[src/gpps_pkg.sv]
// shared types and constants for the goldbach prime pair search
`timescale 1ns / 1ps

package gpps_pkg;

  // width of the target and prime fields on the ports
  localparam int unsigned FieldBits = 16;

  // first candidate prime and first trial divisor
  localparam int unsigned FirstPrime = 2;

  // commands from the controller to the datapath
  typedef struct packed {
    logic load_target;  // capture the accepted target
    logic init_p;       // candidate p back to two
    logic inc_p;        // next candidate p
    logic start_test;   // load number under test, divisor two, square four
    logic test_larger;  // on start_test: test target - p instead of p
    logic div_start;    // clear remainder, load dividend
    logic div_step;     // one restoring remainder step
    logic next_div;     // next trial divisor and its square
    logic load_result;  // capture the result beat
    logic found;        // on load_result: a pair was found
  } gpps_cmd_t;

  // status from the datapath to the controller
  typedef struct packed {
    logic p_over;    // 2p exceeds target, search is over
    logic v_lt2;     // number under test is below two
    logic sq_gt_v;   // divisor squared exceeds number under test
    logic div_last;  // current remainder step is the last one
    logic rem_zero;  // remainder is zero
  } gpps_status_t;

endpackage

[src/gpps_if.sv]
// handshake channels for targets in and prime pairs out
`timescale 1ns / 1ps

interface gpps_target_if import gpps_pkg::*; ();
  logic                 valid;
  logic                 ready;
  logic [FieldBits-1:0] target_value;

  modport source (output valid, output target_value, input ready);
  modport sink (input valid, input target_value, output ready);
endinterface

interface gpps_result_if import gpps_pkg::*; ();
  logic                 valid;
  logic                 ready;
  logic                 pair_found;
  logic [FieldBits-1:0] smaller_prime;
  logic [FieldBits-1:0] larger_prime;

  modport source (output valid, output pair_found, output smaller_prime,
                  output larger_prime, input ready);
  modport sink (input valid, input pair_found, input smaller_prime,
                input larger_prime, output ready);
endinterface

[src/gpps_datapath.sv]
// datapath: target, candidate, trial divisor, remainder unit and result registers
`timescale 1ns / 1ps

module gpps_datapath import gpps_pkg::*; #(
  parameter int unsigned VALUE_WIDTH = 16
) (
  input  logic                 clk_i,
  input  gpps_cmd_t            cmd_i,
  input  logic [FieldBits-1:0] target_value_i,
  output gpps_status_t         status_o,
  output logic                 pair_found_o,
  output logic [FieldBits-1:0] smaller_prime_o,
  output logic [FieldBits-1:0] larger_prime_o
);

  localparam int unsigned W  = VALUE_WIDTH;
  localparam int unsigned CW = $clog2(W);

  logic [W-1:0]  t_q, p_q, v_q, d_q, dvd_q;
  logic [W:0]    sq_q, r_q;
  logic [CW-1:0] cnt_q;
  logic [W-1:0]  q_w;
  logic [W:0]    r_shift;
  logic          r_ge;

  logic                 found_q;
  logic [FieldBits-1:0] small_q, large_q;

  assign q_w     = t_q - p_q;
  assign r_shift = {r_q[W-1:0], dvd_q[W-1]};
  assign r_ge    = (r_shift >= {1'b0, d_q});

  assign status_o.p_over   = ({p_q, 1'b0} > {1'b0, t_q});
  assign status_o.v_lt2    = (v_q < W'(FirstPrime));
  assign status_o.sq_gt_v  = (sq_q > {1'b0, v_q});
  assign status_o.div_last = (cnt_q == CW'(W - 1));
  assign status_o.rem_zero = (r_q == '0);

  always_ff @(posedge clk_i) begin
    if (cmd_i.load_target) begin
      t_q <= W'(target_value_i);
    end
    if (cmd_i.init_p) begin
      p_q <= W'(FirstPrime);
    end else if (cmd_i.inc_p) begin
      p_q <= p_q + W'(1);
    end
    if (cmd_i.start_test) begin
      v_q  <= cmd_i.test_larger ? q_w : p_q;
      d_q  <= W'(FirstPrime);
      sq_q <= (W + 1)'(FirstPrime * FirstPrime);
    end else if (cmd_i.next_div) begin
      // (d+1)^2 = d^2 + 2d + 1
      d_q  <= d_q + W'(1);
      sq_q <= sq_q + {d_q, 1'b0} + (W + 1)'(1);
    end
    if (cmd_i.div_start) begin
      r_q   <= '0;
      dvd_q <= v_q;
      cnt_q <= '0;
    end else if (cmd_i.div_step) begin
      r_q   <= r_ge ? (r_shift - {1'b0, d_q}) : r_shift;
      dvd_q <= {dvd_q[W-2:0], 1'b0};
      cnt_q <= cnt_q + CW'(1);
    end
    if (cmd_i.load_result) begin
      found_q <= cmd_i.found;
      small_q <= cmd_i.found ? FieldBits'(p_q) : '0;
      large_q <= cmd_i.found ? FieldBits'(q_w) : '0;
    end
  end

  assign pair_found_o    = found_q;
  assign smaller_prime_o = small_q;
  assign larger_prime_o  = large_q;

endmodule

[src/gpps_ctrl.sv]
// controller: search sequence, primality test steps and result handshake
`timescale 1ns / 1ps

module gpps_ctrl import gpps_pkg::*; (
  input  logic         clk_i,
  input  logic         rst_ni,
  input  logic         in_valid_i,
  output logic         in_ready_o,
  output logic         out_valid_o,
  input  logic         out_ready_i,
  input  gpps_status_t status_i,
  output gpps_cmd_t    cmd_o
);

  typedef enum logic [5:0] {
    S_IDLE = 6'b000001,
    S_SCAN = 6'b000010,
    S_TEST = 6'b000100,
    S_DIV  = 6'b001000,
    S_EVAL = 6'b010000,
    S_DONE = 6'b100000
  } state_e;

  state_e state_q, state_d;
  logic   larger_q, larger_d;
  logic   found_q, found_d;
  logic   out_valid_q, out_valid_d;

  assign in_ready_o  = (state_q == S_IDLE);
  assign out_valid_o = out_valid_q;

  always_comb begin
    state_d     = state_q;
    larger_d    = larger_q;
    found_d     = found_q;
    out_valid_d = out_valid_q & ~out_ready_i;
    cmd_o       = '0;
    cmd_o.found = found_q;

    unique case (state_q)
      S_IDLE: begin
        if (in_valid_i) begin
          cmd_o.load_target = 1'b1;
          cmd_o.init_p      = 1'b1;
          state_d           = S_SCAN;
        end
      end
      S_SCAN: begin
        // also covers targets below four
        if (status_i.p_over) begin
          found_d = 1'b0;
          state_d = S_DONE;
        end else begin
          cmd_o.start_test = 1'b1;
          larger_d         = 1'b0;
          state_d          = S_TEST;
        end
      end
      S_TEST: begin
        priority if (status_i.v_lt2) begin
          cmd_o.inc_p = 1'b1;
          state_d     = S_SCAN;
        end else if (status_i.sq_gt_v) begin
          // no divisor left: prime
          if (larger_q) begin
            found_d = 1'b1;
            state_d = S_DONE;
          end else begin
            cmd_o.start_test  = 1'b1;
            cmd_o.test_larger = 1'b1;
            larger_d          = 1'b1;
          end
        end else begin
          cmd_o.div_start = 1'b1;
          state_d         = S_DIV;
        end
      end
      S_DIV: begin
        cmd_o.div_step = 1'b1;
        if (status_i.div_last) begin
          state_d = S_EVAL;
        end
      end
      S_EVAL: begin
        if (status_i.rem_zero) begin
          cmd_o.inc_p = 1'b1;
          state_d     = S_SCAN;
        end else begin
          cmd_o.next_div = 1'b1;
          state_d        = S_TEST;
        end
      end
      S_DONE: begin
        if (!out_valid_q || out_ready_i) begin
          cmd_o.load_result = 1'b1;
          out_valid_d       = 1'b1;
          state_d           = S_IDLE;
        end
      end
      default: begin
        state_d = S_IDLE;
      end
    endcase
  end

  always_ff @(posedge clk_i or negedge rst_ni) begin
    if (!rst_ni) begin
      state_q     <= S_IDLE;
      larger_q    <= 1'b0;
      found_q     <= 1'b0;
      out_valid_q <= 1'b0;
    end else begin
      state_q     <= state_d;
      larger_q    <= larger_d;
      found_q     <= found_d;
      out_valid_q <= out_valid_d;
    end
  end

endmodule

[src/goldbach_prime_pair_search.sv]
// top level of the goldbach prime pair search
//
//  channel   | dir | fields                                     | beats per item
//  ----------+-----+--------------------------------------------+---------------
//  target_i  | in  | target_value                               | 1
//  result_o  | out | pair_found, smaller_prime, larger_prime    | 1
//
// one target is searched at a time; the target port is ready only while idle
// each trial divisor passes the test, divide and evaluate states of the shared
// restoring remainder unit; a candidate p adds a scan, a test ending prime a test
// state, a pairless search a final scan; idle takes the target, done loads the result
// a result waits in the output register while the next target is searched; the
// next result load stalls until it is taken; reset clears the controller only
`timescale 1ns / 1ps

module goldbach_prime_pair_search import gpps_pkg::*; #(
  parameter int unsigned VALUE_WIDTH = 16
) (
  input  logic          clk_i,
  input  logic          rst_ni,
  gpps_target_if.sink   target_i,
  gpps_result_if.source result_o
);

  gpps_cmd_t    cmd;
  gpps_status_t status;

  gpps_ctrl u_ctrl (
    .clk_i       (clk_i),
    .rst_ni      (rst_ni),
    .in_valid_i  (target_i.valid),
    .in_ready_o  (target_i.ready),
    .out_valid_o (result_o.valid),
    .out_ready_i (result_o.ready),
    .status_i    (status),
    .cmd_o       (cmd)
  );

  gpps_datapath #(
    .VALUE_WIDTH (VALUE_WIDTH)
  ) u_datapath (
    .clk_i           (clk_i),
    .cmd_i           (cmd),
    .target_value_i  (target_i.target_value),
    .status_o        (status),
    .pair_found_o    (result_o.pair_found),
    .smaller_prime_o (result_o.smaller_prime),
    .larger_prime_o  (result_o.larger_prime)
  );

endmodule

[src/flat_wrapper.sv]
// flat-port wrapper written by rule: the top's interface ports become plain ports
module goldbach_prime_pair_search_flat import gpps_pkg::*;
#(
  parameter int unsigned VALUE_WIDTH = 16
)
  (clk_i, rst_ni, target_i_valid, target_i_target_value, target_i_ready, result_o_valid, result_o_pair_found, result_o_smaller_prime, result_o_larger_prime, result_o_ready);
  gpps_target_if target_i_i ();
  gpps_result_if result_o_i ();
  input  logic clk_i;
  input  logic rst_ni;
  input wire logic [$bits(target_i_i.valid)-1:0] target_i_valid;
  input wire logic [$bits(target_i_i.target_value)-1:0] target_i_target_value;
  output wire logic [$bits(target_i_i.ready)-1:0] target_i_ready;
  output wire logic [$bits(result_o_i.valid)-1:0] result_o_valid;
  output wire logic [$bits(result_o_i.pair_found)-1:0] result_o_pair_found;
  output wire logic [$bits(result_o_i.smaller_prime)-1:0] result_o_smaller_prime;
  output wire logic [$bits(result_o_i.larger_prime)-1:0] result_o_larger_prime;
  input wire logic [$bits(result_o_i.ready)-1:0] result_o_ready;
  assign target_i_i.valid = target_i_valid;
  assign target_i_i.target_value = target_i_target_value;
  assign target_i_ready = target_i_i.ready;
  assign result_o_valid = result_o_i.valid;
  assign result_o_pair_found = result_o_i.pair_found;
  assign result_o_smaller_prime = result_o_i.smaller_prime;
  assign result_o_larger_prime = result_o_i.larger_prime;
  assign result_o_i.ready = result_o_ready;
  goldbach_prime_pair_search #(.VALUE_WIDTH(VALUE_WIDTH)) u_core (.clk_i(clk_i), .rst_ni(rst_ni), .target_i(target_i_i), .result_o(result_o_i));
endmodule
[config.mk]
export PLATFORM = sky130hd
export DESIGN_NAME = goldbach_prime_pair_search_flat
export DESIGN_NICKNAME = d
export VERILOG_FILES = /design/src/gpps_pkg.sv /design/src/gpps_if.sv /design/src/gpps_datapath.sv /design/src/gpps_ctrl.sv /design/src/goldbach_prime_pair_search.sv /design/src/flat_wrapper.sv
export SDC_FILE = /design/constraint.sdc
export NUM_CORES = 1
export LEC_CHECK = 0
export BUFFER_PORTS_ARGS = -buffer_cell sky130_fd_sc_hd__buf_2
export CORE_ASPECT_RATIO = 1.5
export CORE_MARGIN = 5
export CORE_UTILIZATION = 56
export CTS_CLUSTER_SIZE = 8
export DETAILED_ROUTE_END_ITERATION = 12
export HOLD_SLACK_MARGIN = 0.12
export PLACE_DENSITY = 0.82
export SYNTH_ARGS = -nofsm -noshare
export SYNTH_HDL_FRONTEND = slang
export SYNTH_SLANG_ARGS = --single-unit
[constraint.sdc]
create_clock -name clk_i -period 2.84 [get_ports clk_i]
set_clock_uncertainty 0.2 [all_clocks]
set_input_delay 0.426 -clock clk_i [delete_from_list [all_inputs] [get_ports clk_i]]
set_output_delay 0.426 -clock clk_i [all_outputs]
set_load 0.01 [all_outputs]
# Word level (Yosys, flattened, before mapping)
# Index checks and enable logic that the tools add are counted.
totals:
  regBits: 160
  input_bits: 20
  output_inout_bits: 35
  elab_cells: 93
classes:
  n_addsub: 7
  n_lt_le_gt_ge: 4
  n_eq_ne: 16
  muxes: 41
  bitwise: 2
  reduce_logical: 8
ops:
  columns: ["cell", "count"]
  rows:
  - ["16-bit 2-to-1 mux", 3]
  - ["6-bit 2-to-1 mux", 7]
  - ["6-bit case mux with 6 select lines", 1]
  - ["17-bit by 16-bit > comparator with 1-bit output", 2]
  - ["16-bit by 1-bit adder with 16-bit output, second input constant", 2]
  - ["1-bit 2-to-1 mux", 18]
  - ["17-bit by 1-bit adder with 17-bit output, second input constant", 1]
  - ["17-bit adder", 1]
  - ["17-bit by 16-bit greater-or-equal comparator with 1-bit output", 1]
  - ["17-bit zero test", 1]
  - ["17-bit 2-to-1 mux", 1]
  - ["17-bit by 16-bit subtractor with 17-bit output", 1]
  - ["16-bit by 2-bit less-than comparator with 1-bit output, second input constant", 1]
  - ["16-bit subtractor", 1]
  - ["2-bit 2-to-1 mux", 5]
  - ["2-bit != test, second input constant", 5]
  - ["1-bit case mux with 2 select lines", 4]
  - ["4-bit AND reduction", 2]
  - ["6-bit by 1-bit == test with 1-bit output, second input constant", 1]
  - ["6-bit by 2-bit == test with 1-bit output, second input constant", 1]
  - ["6-bit by 3-bit == test with 1-bit output, second input constant", 1]
  - ["6-bit by 4-bit == test with 1-bit output, second input constant", 1]
  - ["6-bit by 5-bit == test with 1-bit output, second input constant", 1]
  - ["6-bit == test, second input constant", 1]
  - ["11 further kinds", 15]

# Longest topological paths before layout
# Gate-level depths: netlist (run 1).
logic_depth:
  ltp_word: 5
  mapped_depth: 12
  mapped_depth_nobuf: 11

# By module
# A second synthesis (run 1) with hierarchy kept.
unflattened:
  hier_cells: 969
  hier_area_um2: 9454.1
modules_own_cells:
  columns: ["module", "n_inst", "cells_each", "area_each_um2", "seq_area_each_um2"]
  rows:
  - ["gpps_datapath", 1, 913, 8927.3, 3833.7]
  - ["gpps_ctrl", 1, 56, 526.8, 226.5]

# Least setup slack after synthesis (run 1)
# Ideal clock, no wire load.
synth_timing:
  kind: "register to register"
  startpoint: "register u_core.u_datapath.v_q[4]"
  endpoint: "register u_core.u_datapath.dvd_q[0] (enable)"
  setup_time_ns: 0.364
  t_arrival_ns: 2.568
  t_required_ns: 2.276
  path_slack_ns: -0.292
  stages_incl_launch_ff: 12
  path_buffers: 1
  synth_period_minus_slack_ns: 3.132
  path_cell_list: "edfxtp_1 -> inv_1 -> ha_1 -> and4_1 -> a21oi_1 -> o22ai_1 -> o31ai_1 -> nand2_1 -> a21oi_1 -> nor2_1 -> clkbuf_1 -> inv_1"
synth_between:
  elab_chain_cells: 5
  elab_cells_between_ends: 6
  cone_classes: "order compare (2); mux (3); reduce/logical (1)"
synth_lines:
  columns: ["item", "line", "text"]
  rows:
  - ["start, declared", "gpps_datapath.sv:19", "logic [W-1:0] t_q, p_q, v_q, d_q, dvd_q;"]
  - ["start signal, assigned", "gpps_datapath.sv:49", "v_q <= cmd_i.test_larger ? q_w : p_q;"]
  - ["17-bit by 16-bit > comparator with 1-bit output", "gpps_datapath.sv:35", "assign status_o.sq_gt_v = (sq_q > {1'b0, v_q});"]
  - ["1-bit 2-to-1 mux", "gpps_ctrl.sv:63", "end else if (status_i.sq_gt_v) begin"]
  - ["3-bit 2-to-1 mux (*)", "gpps_ctrl.sv:60", "priority if (status_i.v_lt2) begin"]
  - ["2-bit 2-to-1 mux (*)", "gpps_ctrl.sv:40", "unique case (state_q)"]
  - ["2-bit nonzero test (no line) (*)", null, null]
  - ["end signal, assigned", "gpps_datapath.sv:59", "dvd_q <= v_q;"]
  - ["end signal, assigned", "gpps_datapath.sv:63", "dvd_q <= {dvd_q[W-2:0], 1'b0};"]
  - ["end, declared", "gpps_datapath.sv:19", null]
# Mark *: on every way between the ends. The rest lies on a longest branch, timed or not.
# A chain may end at the register's enable or synchronous reset.

# Final worst setup path (run 1)
layout_timing:
  startpoint: "register u_core.u_datapath.v_q[13]"
  endpoint: "register u_core.u_datapath.v_q[8] (data pin)"
layout_between:
  elab_chain_cells: 5
  elab_cells_between_ends: 6
  cone_classes: "order compare (2); mux (4)"
layout_lines:
  columns: ["item", "line"]
  rows:
  - ["17-bit by 16-bit > comparator with 1-bit output", "gpps_datapath.sv:35"]
  - ["2-bit 2-to-1 mux", "gpps_ctrl.sv:63"]
  - ["3-bit 2-to-1 mux (*)", "gpps_ctrl.sv:60"]
  - ["2-bit 2-to-1 mux (*)", "gpps_ctrl.sv:40"]
  - ["16-bit 2-to-1 mux (*)", "gpps_datapath.sv:49"]
# Marks and branches as above.

==> results.cfg, run 1 <==
[status]
status = finished with violations
violations = setup timing

[yosys]
synth_top_family_by_area = simple AND/OR/NAND/NOR gates
yosys.area_share.xor_xnor = 0.06139
yosysTopAreaCell = edfxtp_1
ys_warn_count = 0
synthMuxAreaShare = 0.03747
postSynth.asyncResetShare = 0.05625
netlist.area_leader.share = 0.2583
synth_fa_ha_area_frac = 0.1127
ys.flop_type = edfxtp_1
synthCells = 969
synthesis.area_um2 = 9417
synthSimpleGateAreaFrac = 0.1840
yosys-top-cells-area = edfxtp_1 26%, dfxtp_1 15%, ha_1 11%, xnor2_1 4.7%, nor2_1 3.4%
synth_edf_count = 81
synth.top_cells.by_count = 85 x nor2_1, 82 x inv_1, 81 x edfxtp_1
synth_area_per_cell_um2 = 9.718
ys_seq_area_frac = 0.4312
synth-compound-area-share = 0.1286
yosysMostFrequentCell = nor2_1
netlist-cell-type-count = 74
ys_ff_latch = 160
synthesis.nets = 1072

[timing]
worst_pin_slew_ns = 0.9469
finalWorstSetupSlack_ns = -0.5113
fmax_ghz = 0.2984
whs_ns = 0.1713
slew_headroom = 0.3687
rsz0062_at_grt = true
fin_crit_ns = 3.351
finalCritPeriodShare = 1.180
finalMaxSlewViolations = 0
hold_viol = 0
final-setup-viol-count = 130

[global_route]
grtUsageMet3 = 0.05401
grt_pass1_vias = 9163
grt_max_degree = 35
grt_overflow = 0
top_usage_layer = met2
use_met1 = 0.2793
grt_first_pass_wirelength_um = 44680
grt_usage = 0.2917
use_met2 = 0.5405
antenna_found_initial = 0

[worst_setup_path]
worstPathArrival_ns = 3.36
cp_common_cell = buf_6
crit_type = flip-flop to flip-flop
cp-start-kind = flip-flop
cp_max_fo = 11
slowest_delay_ns = 0.43
worst_path_max_delay_cell = edfxtp_1
critPathRequiredTime_ns = 2.85
cp-end-kind = flip-flop
crit_chain = inv_2 > ha_4 > nand4b_1 > nor3_2 > buf_4 > o31ai_4 > buf_6 > buf_6 > a211oi_4 > buf_6 > clkbuf_16 > nand2_1 > o21ai_1

[pwr]
combinationalPowerShare = 0.536
clkPwrFrac = 0.196
vdd_ir_drop_max_mv = 1.213
p_switching_uw = 4458
power.internal_uw = 7150
power.leakage_uw = 0.005549
swShare = 0.3840
power_density_nw_per_um2 = 896.5
seq_power_share = 0.267

[cells_and_area]
areaGrowthSynthToFinish_pct = 37.50
drive_gt1_frac = 0.3450
nets = 1316
diodes = 0

[placed_design]
gp_congestion = 0.9161
portBuffers = 54
place_ws_ns = -0.3538
dpl.hpwl_um = 18350

[clock_tree]
clkTransAtPathRegs_ns = 0.07
cts.htree.levels = 4
tritoncts = yes
cts.sinks = 160
clockRootBuffer = clkbuf_16
clock_path_buffers = 2
cts_buffers = 17
clk_latency_ns = 0.44

[floorplanning]
row_count = 58
ios = 55
core_area_um2 = 16690
die-width_um = 115.9
initial_core_util = 0.5642
die-area_um2 = 19560
die_h_um = 168.8

[routing]
via_count = 9236
drt-vias-per-instance = 6.432
first_iter_violations = 890
drt_first_pass_iters = 6
antenna_left = 0
wire_per_inst_um = 23.52
wl_um = 33770
drc = 0

[hold_path]
hold_class = input pin to asynchronous set/reset pin

[job]
drv_cap = 0
-- worst paths after layout --
check | startpoint | endpoint | slack, ns | depth (start not counted)
max | u_core.u_datapath.v_q[13] | u_core.u_datapath.v_q[8] | -0.51 | 13
min | rst_ni | u_core.u_ctrl.out_valid_o | 0.17 | 2
max reg2reg | u_core.u_datapath.v_q[13] | u_core.u_datapath.v_q[8] | -0.51 | 13
min reg2reg | u_core.u_datapath.sq_q[12] | u_core.u_datapath.sq_q[12] | 0.32 | 2
max in group asynchronous | rst_ni | u_core.u_ctrl.state_q[0] | 2.01 | 2
min in group clk_i | result_o_ready | u_core.u_ctrl.out_valid_o | 0.18 | 3
-- power by group through the flow --
| stage | combinational (µW) | clock, µW | sequential [µW] |
|---|---|---|---|
| 3_5_place_dp | 4920 | 0 | 3070 |
| 6_report | 6230 | 2280 | 3100 |
| 3_3_place_gp | 4760 | 0 | 3060 |
| 5_1_grt | 6620 | 2380 | 3120 |
| 4_1_cts | 5400 | 2240 | 3040 |
| 2_1_floorplan | 3130 | 0 | 3040 |
-- critical path, delay by kind of cell, from the launching register on --
kind,cells,cell delay (ns)
buffers and inverters,6,0.93
AOI/OAI and AO/OA,3,0.75
and+or+nand+nor,3,0.54
DFF,1,0.43
adders and majority gates,1,0.27
-- what timing repair did --
action,4_1_cts,5_1_grt
resized for setup,66,131
hold buffers,17,0
buffers inserted,11,12
gates cloned,2,4
pin swaps,24,45
setup endpoints to repair,126,133
endpoints found under the hold margin,25,0
-- placed cells by master, fill, tap and decap left out, drive strengths merged, types with 8 or more instances in the layout --
cell type / instances
nor4: 20
dlygate4sd3: 17
a21o: 11
o2bb2ai: 11
edfxtp: 81
nor2: 85
o21ai: 35
nor3: 23
clkbuf: 23
or3: 16
nand2: 67
nand2b: 10
nand3: 18
mux2: 18
xnor2: 51
nand4: 14
dfxtp: 70
and2: 37
mux2i: 15
a211oi: 9
inv: 85
a21oi: 53
xor2: 15
nor2b: 17
buf: 229
ha: 80
dfrtp: 8
-- flip-flops by register name, indices dropped and copies added, names as in the netlist --
| signal | cells |
|---|---|
| u_core.u_ctrl.found_q | 1 |
| u_core.u_ctrl.larger_q | 1 |
| u_core.u_ctrl.out_valid_o | 1 |
| u_core.u_ctrl.state_q | 6 |
| u_core.u_datapath.cnt_q | 4 |
| u_core.u_datapath.d_q | 16 |
| u_core.u_datapath.dvd_q | 16 |
| u_core.u_datapath.larger_prime_o | 16 |
| u_core.u_datapath.p_q | 16 |
| u_core.u_datapath.pair_found_o | 1 |
| u_core.u_datapath.r_q | 17 |
| u_core.u_datapath.smaller_prime_o | 16 |
| u_core.u_datapath.sq_q | 17 |
| u_core.u_datapath.t_q | 16 |
| u_core.u_datapath.v_q | 16 |
-- routing by layer --
layer  part of all wire  up-vias
met3              0.071      265
li1                   -     3962
met5                  0        -
met4               0.10        0
met2               0.51      627
met1               0.32     4382
-- layout make-up --
| class | count | area (µm²) |
|---|---|---|
| inverters | 82 | 311.5 |
| multi-input cells | 702 | 5731 |
| flip-flops and latches | 160 | 4075 |
| clock inverters | 13 | 127.6 |
| repair buffers | 250 | 1997 |
| well taps | 210 | 262.8 |
| fillers | 931 | 3744 |
| clock buffers | 19 | 442.9 |
-- through the flow --
step | cells | total power (µW) | setup TNS [ns] | utilization | cell area [µm²]
6_report | 1436 | 11610 | -34.26 | 0.7757 | 12950
3_5_place_dp | 1359 | 7998 | -23.21 | 0.6658 | 11110
4_1_cts | 1421 | 10680 | -1.384 | 0.7333 | 12240
5_1_grt | 1436 | 12120 | -38.74 | 0.7757 | 12950
3_3_place_gp | 1359 | 7820 | -15.92 | 0.6658 | 11110
2_1_floorplan | 969 | 6161 | 0 | - | 9455
-- cells by family after synthesis --
logic type                 Yosys count
DFF                                160
AOI/OAI and AO/OA                  183
buffers and inverters              108
adders and majority gates           83
xor gates and xnor gates            66
and+or+nand+nor                    336
muxes                               33
(Power assumes the default switching activity.)
==> run 2: changes to the inputs <==
ABC_AREA = 1   (was unset)
==> run 2 against run 1 <==
The run now ends clean. Fmax up 27%. Non-clock buffer count down 152. Sequential power increased by 1%. Final area shrank 9.2%. Via count increased by 1.7%.
==> results.cfg, run 2 <==
[status]
status = complete, no violations

[yosys]
synthCells = 1355
ys_warn_count = 0
yosys-top-cells-area = edfxtp_1 23%, dfxtp_1 14%, nand2_1 13%, ha_1 9.7%, inv_1 6.3%
synth.top_cells.by_count = 360 x nand2_1, 175 x inv_1, 111 x nor2_1
synth_area_per_cell_um2 = 7.649
synthesis.area_um2 = 10360
synthesis.nets = 1458
synth_edf_count = 81
netlist.area_leader.share = 0.2347
netlist-cell-type-count = 45
yosysTopAreaCell = edfxtp_1
yosysMostFrequentCell = nand2_1
postSynth.asyncResetShare = 0.05625
ys.flop_type = edfxtp_1
ys_ff_latch = 160
ys_seq_area_frac = 0.3917

[placed_design]
dpl.hpwl_um = 21260
gp_congestion = 0.9944
portBuffers = 54

[cells_and_area]
nets = 1542
areaGrowthSynthToFinish_pct = 13.45
drive_gt1_frac = 0.1074
final_cell_mix = 360 x nand2_1, 175 x inv_1, 110 x nor2_1, 110 x nand3_1, 81 x edfxtp_1
diodes = 0
reg_top3 = u_core.u_datapath.r_q (17), u_core.u_datapath.sq_q (17)
nFillCells = 1597
final_common_cell = nand2_1

[pwr]
seq_power_share = 0.272
clkPwrFrac = 0.202
combinationalPowerShare = 0.526
p_switching_uw = 5224
power.internal_uw = 6302
power_density_nw_per_um2 = 980.2
finalPower_uw = 11530
swShare = 0.4532
power.leakage_uw = 0.005467
vdd_ir_drop_max_mv = 0.6961

[clock_tree]
clock_path_buffers = 2
clkTransAtPathRegs_ns = 0.07
cts_buffers = 17
post-cts-setup-buffers = 0
tritoncts = yes
cts.sinks = 160
cts.htree.levels = 4
clockRootBuffer = clkbuf_16
clk_latency_ns = 0.45

[global_route]
grt_overflow = 0
antenna_found_initial = 0
grt_max_degree = 37
grt_usage = 0.2717
grt_pass1_vias = 9626
grt_first_pass_wirelength_um = 45990

[worst_setup_path]
crit_buf_inv = 1
cp_common_cell = nor2_1
cp_top_family = compound AO/OA/AOI/OAI gates
critPathRequiredTime_ns = 2.81
worst_path_max_delay_cell = dfxtp_1
worstPathArrival_ns = 2.62
cp_max_fo = 6
startpoint = u_core.u_datapath.p_q[2]
crit_type = flip-flop to flip-flop
cp-start-kind = flip-flop
cp-end-kind = flip-flop
slowest_delay_ns = 0.45
r2r-start = u_core.u_datapath.p_q[2]
crit_chain = inv_1 > ha_1 > a21oi_1 > nand2_1 > a21oi_2 > nor2_1 > nor2_1 > xor2_1 > o21ai_0

[timing]
slew_headroom = 0.5333
final-setup-viol-count = 0
finalMaxSlewViolations = 0
fmax_ghz = 0.3775
tns_ns = 0
worst_pin_slew_ns = 0.6937
finalCritPeriodShare = 0.9327
fin_crit_ns = 2.649
hold_viol = 0
rsz0062_at_grt = false

[routing]
wl_um = 27630
via_count = 9393
drt_first_pass_iters = 7
wire_per_inst_um = 16.22
drt-vias-per-instance = 5.512
first_iter_violations = 649
antenna_left = 0
drc = 0

[floorplanning]
die-width_um = 121.1
row_count = 61
initial_core_util = 0.5635
ios = 55
core_area_um2 = 18390
die_h_um = 176.6
die-area_um2 = 21390

[hold_path]
hp-start = target_i_valid
hold_class = input pin to flip-flop

[job]
drv_cap = 0
-- run 2: cell types whose count changed in the layout (fill, tap and decap cells not counted), sizes merged, moves of 34 or more --
cell	previous run	this run
nand3	18	110
a21oi	53	99
nand2	67	366
and2	37	3
inv	85	187
xnor2	51	15
buf	229	80
-- run 2: power groups by stage --
stage / logic [µW] / registers (µW) / clock network, µW
2_1_floorplan: 4700 / 3060 / 0
3_3_place_gp: 5840 / 3160 / 0
3_5_place_dp: 5920 / 3180 / 0
4_1_cts: 5990 / 3130 / 2350
5_1_grt: 6860 / 3170 / 2470
6_report: 6060 / 3140 / 2330
-- run 2: path summary, 6_finish.rpt --
check	endpoint	depth (start not counted)	slack (ns)
min	u_core.u_ctrl.state_q[0]	4	0.13
max in group asynchronous	u_core.u_ctrl.state_q[0]	2	2.03
min in group asynchronous	u_core.u_ctrl.out_valid_o	2	0.17
max	u_core.u_datapath.v_q[9]	9	0.19
min reg2reg	u_core.u_datapath.r_q[16]	2	0.29
max reg2reg	u_core.u_datapath.v_q[9]	9	0.19
-- run 2: what timing repair did --
action,in CTS,in global routing
endpoints found under the hold margin,26,0
setup endpoints to repair,0,1
resized for setup,0,1
hold buffers,18,0
-- run 2: worst register-to-register path, stage by stage, from the launching register on --
cell     delay [ns]
dfxtp_1        0.45
inv_1          0.15
ha_1           0.38
a21oi_1        0.18
nand2_1        0.16
a21oi_2        0.27
nor2_1         0.06
nor2_1         0.11
xor2_1         0.28
o21ai_0        0.13
-- run 2: kinds of logic (layout without fill, tap and decap cells) --
logic type	after synthesis	after routing	synth area share
and+or+nand+nor	668	668	0.2811
buffers and inverters	213	310	0.08378
AOI/OAI and AO/OA	178	178	0.09621
DFF	160	160	0.3917
adders and majority gates	83	83	0.1024
xor gates and xnor gates	53	53	0.04479
-- run 2: area by class of cell --
cell class / instances / area, µm² / area share
clock buffers: 19 / 454.2 / 0.03863
flip-flops and latches: 160 / 4060 / 0.3453
well taps: 252 / 315.3 / 0.02681
clock inverters: 13 / 135.1 / 0.01149
inverters: 180 / 675.6 / 0.05746
repair buffers: 98 / 670.6 / 0.05703
multi-input cells: 982 / 5448 / 0.4633
-- run 2: metrics by stage --
| step | util | setup slack [ns] | instance area (µm²) | hold WS (ns) | instances |
|---|---|---|---|---|---|
| 2_1_floorplan | - | 0.03391 | 10360 | -0.06959 | 1355 |
| 3_3_place_gp | 0.5972 | 0.1685 | 10990 | 0.08875 | 1654 |
| 3_5_place_dp | 0.5972 | 0.1366 | 10990 | 0.08683 | 1654 |
| 4_1_cts | 0.6391 | 0.1332 | 11760 | 0.1288 | 1704 |
| 5_1_grt | 0.6393 | 0.05197 | 11760 | 0.1521 | 1704 |
| 6_report | 0.6393 | 0.1913 | 11760 | 0.1310 | 1704 |
-- run 2: metal layers --
layer / track usage / part of all wire / up-vias
li1: - / - / 4624
met1: 0.2797 / 0.36 / 4345
met2: 0.5043 / 0.53 / 297
met3: 0.03678 / 0.036 / 127
met4: 0.1801 / 0.073 / 0
met5: 0 / 0 / -
==> run 3: changes to the inputs <==
SYNTH_HIERARCHICAL = 1   (was unset)
==> run 3 against run 2 <==
The run now ends with setup timing left. Core utilization increased by 3.4 points. Worst hold slack improved by 0.040 ns. Critical path depth increased by 10. Clock power decreased by 3%. Cell count increased by 5.2%. Die area decreased by 0.23%. Non-clock buffer count increased by 41. Clock-buffer cell count unchanged.
==> results.cfg, run 3 <==
[status]
status = finished with violations
violations = setup timing

[global_route]
grt_usage = 0.2750
grt_max_degree = 34
grt_overflow = 0
antenna_found_initial = 0
grt_first_pass_wirelength_um = 46560
grt_pass1_vias = 9987

[yosys]
ys_warn_count = 6
ys.flop_type = edfxtp_1
ys_ff_latch = 160
yosys-top-cells-area = edfxtp_1 24%, dfxtp_1 14%, nand2_1 13%, ha_1 9.7%, inv_1 8.3%
synthesis.nets = 1498
postSynth.asyncResetShare = 0.05625
synth.top_cells.by_count = 362 x nand2_1, 229 x inv_1, 130 x nor2_1
synth_edf_count = 81
synth_area_per_cell_um2 = 7.412
yosysMostFrequentCell = nand2_1
synthCells = 1395
netlist.area_leader.share = 0.2352
netlist-cell-type-count = 45
yosysTopAreaCell = edfxtp_1
synthesis.area_um2 = 10340
ys_seq_area_frac = 0.3927

[pwr]
vdd_ir_drop_max_mv = 0.7926
swShare = 0.4830
combinationalPowerShare = 0.583
p_switching_uw = 6284
power_density_nw_per_um2 = 1051
power.internal_uw = 6725
power.leakage_uw = 0.006059
seq_power_share = 0.244
clkPwrFrac = 0.173

[routing]
via_count = 10100
wl_um = 29820
drc = 0
antenna_left = 0
wire_per_inst_um = 16.63
first_iter_violations = 635
drt_first_pass_iters = 6
drt-vias-per-instance = 5.633

[timing]
rsz0062_at_grt = true
finalWorstSetupSlack_ns = -0.2068
fin_crit_ns = 3.047
finalCritPeriodShare = 1.073
final-setup-viol-count = 18
worst_pin_slew_ns = 0.6910
slew_headroom = 0.5393
whs_ns = 0.1712
fmax_ghz = 0.3282
tns_ns = -2.219
hold_viol = 0
finalMaxSlewViolations = 0

[hold_path]
hold_class = input pin to asynchronous set/reset pin

[placed_design]
portBuffers = 54
dpl.hpwl_um = 21460
gp_congestion = 0.9809
place_ws_ns = -0.1626

[floorplanning]
row_count = 61
ios = 55
die_h_um = 176.4
core_area_um2 = 18390
initial_core_util = 0.5621
die-width_um = 120.9
die-area_um2 = 21340

[cells_and_area]
diodes = 0
areaGrowthSynthToFinish_pct = 19.72
drive_gt1_frac = 0.1635
final_common_cell = nand2_1
nFillCells = 1441
nets = 1631
final_cell_mix = 348 x nand2_1, 219 x inv_1, 119 x nor2_1
reg_top3 = u_core/u_datapath/r_q (17), u_core/u_datapath/sq_q (17)

[job]
drv_cap = 0

[clock_tree]
clkTransAtPathRegs_ns = 0.07
cts_buffers = 17
clk_latency_ns = 0.44
clockRootBuffer = clkbuf_16
cts.htree.levels = 4
tritoncts = yes
cts.sinks = 160
clock_path_buffers = 2

[worst_setup_path]
reg2reg_slack_ns = -0.21
crit_type = flip-flop to flip-flop
cp_max_fo = 7
cp-end-kind = flip-flop
critPathRequiredTime_ns = 2.83
cp-start-kind = flip-flop
r2r.worst_path.cells = 19
worstPathArrival_ns = 3.04
run 3: cell count changes after synthesis, moves of 12 or more:
cell | before | now
nand3_1 | 110 | 80
inv_1 | 175 | 229
o21ai_1 | 27 | 5
o21ai_0 | 37 | 73
nor2_1 | 111 | 130
clkbuf_1 | 5 | 17
buf_2 | 22 | 4
nand4_1 | 13 | 39
xor2_1 | 38 | 7
a21oi_2 | 18 | 1
run 3: critical path: stages, from the launching register on:
cell and delay (ns):
edfxtp_1 0.40, inv_1 0.11, ha_1 0.26, nand2_2 0.11, nor2_1 0.06, nor3_2 0.18, o21ai_1 0.10, nand2_1 0.08
nand3_1 0.08, nand2_1 0.12, inv_1 0.07, inv_2 0.07, nand2_2 0.08, nor2_4 0.13, buf_6 0.14, clkinvlp_4 0.19
buf_4 0.20, buf_6 0.13, nand2_2 0.06, o21ai_2 0.05
run 3: path summary, 6_finish.rpt:
| path | startpoint | endpoint |
|---|---|---|
| worst max-delay path | u_core/u_datapath/v_q[4] | u_core/u_datapath/dvd_q[1] |
| worst min register to register | u_core/u_datapath/r_q[6] | u_core/u_datapath/r_q[6] |
| max in group asynchronous | rst_ni | u_core/u_ctrl/state_q[0] |
| worst max register to register | u_core/u_datapath/v_q[4] | u_core/u_datapath/dvd_q[1] |
| worst min-delay path | rst_ni | u_core/u_ctrl/out_valid_o |
| min in group clk_i | u_core/u_datapath/r_q[6] | u_core/u_datapath/r_q[6] |
run 3: power by group through the flow:
stage	clock network (µW)	logic [µW]	registers [µW]
2_1_floorplan	0	5490	3130
3_3_place_gp	0	7060	3180
3_5_place_dp	0	7220	3190
4_1_cts	2250	7290	3150
5_1_grt	2390	8490	3210
6_report	2250	7580	3180
run 3: repair_timing:
item,in CTS,in global routing
setup buffers,0,13
hold buffers,19,0
hold endpoints to repair,27,0
gates resized for setup,3,91
pin swaps,1,18
setup endpoints to repair,26,101
cloned,0,1
run 3: area by class of cell:
class | instances | area [µm²] | share of cell area
clock buffers | 19 | 432.9 | 0.03497
repair buffers | 139 | 1018 | 0.08227
flip-flops and latches | 160 | 4060 | 0.3280
inverters | 236 | 889.6 | 0.07186
clock inverters | 13 | 130.1 | 0.01051
well taps | 252 | 315.3 | 0.02547
multi-input cells | 974 | 5533 | 0.4469
run 3: per-stage QoR:
stage	total power [µW]	area [µm²]	cells	utilization
finish	13010	12380	1793	0.6730
global route	14090	12380	1793	0.6730
CTS	12680	12010	1779	0.6532
detailed placement	10410	11250	1728	0.6116
global placement	10240	11250	1728	0.6116
floorplan	8620	10350	1395	-
run 3: cells by family after synthesis:
logic type / synth area share
compound gates: 0.09318
buf+inv: 0.09668
fa+ha+maj: 0.1026
flops: 0.3927
xor+xnor: 0.01779
simple gates: 0.2971
run 3: per-layer routing:
layer	vias to the layer above	track usage	part of all wire
li1	4836	-	-
met1	4676	0.2691	0.34
met2	424	0.5110	0.53
met3	164	0.05160	0.055
met4	0	0.1914	0.073
met5	-	0	0
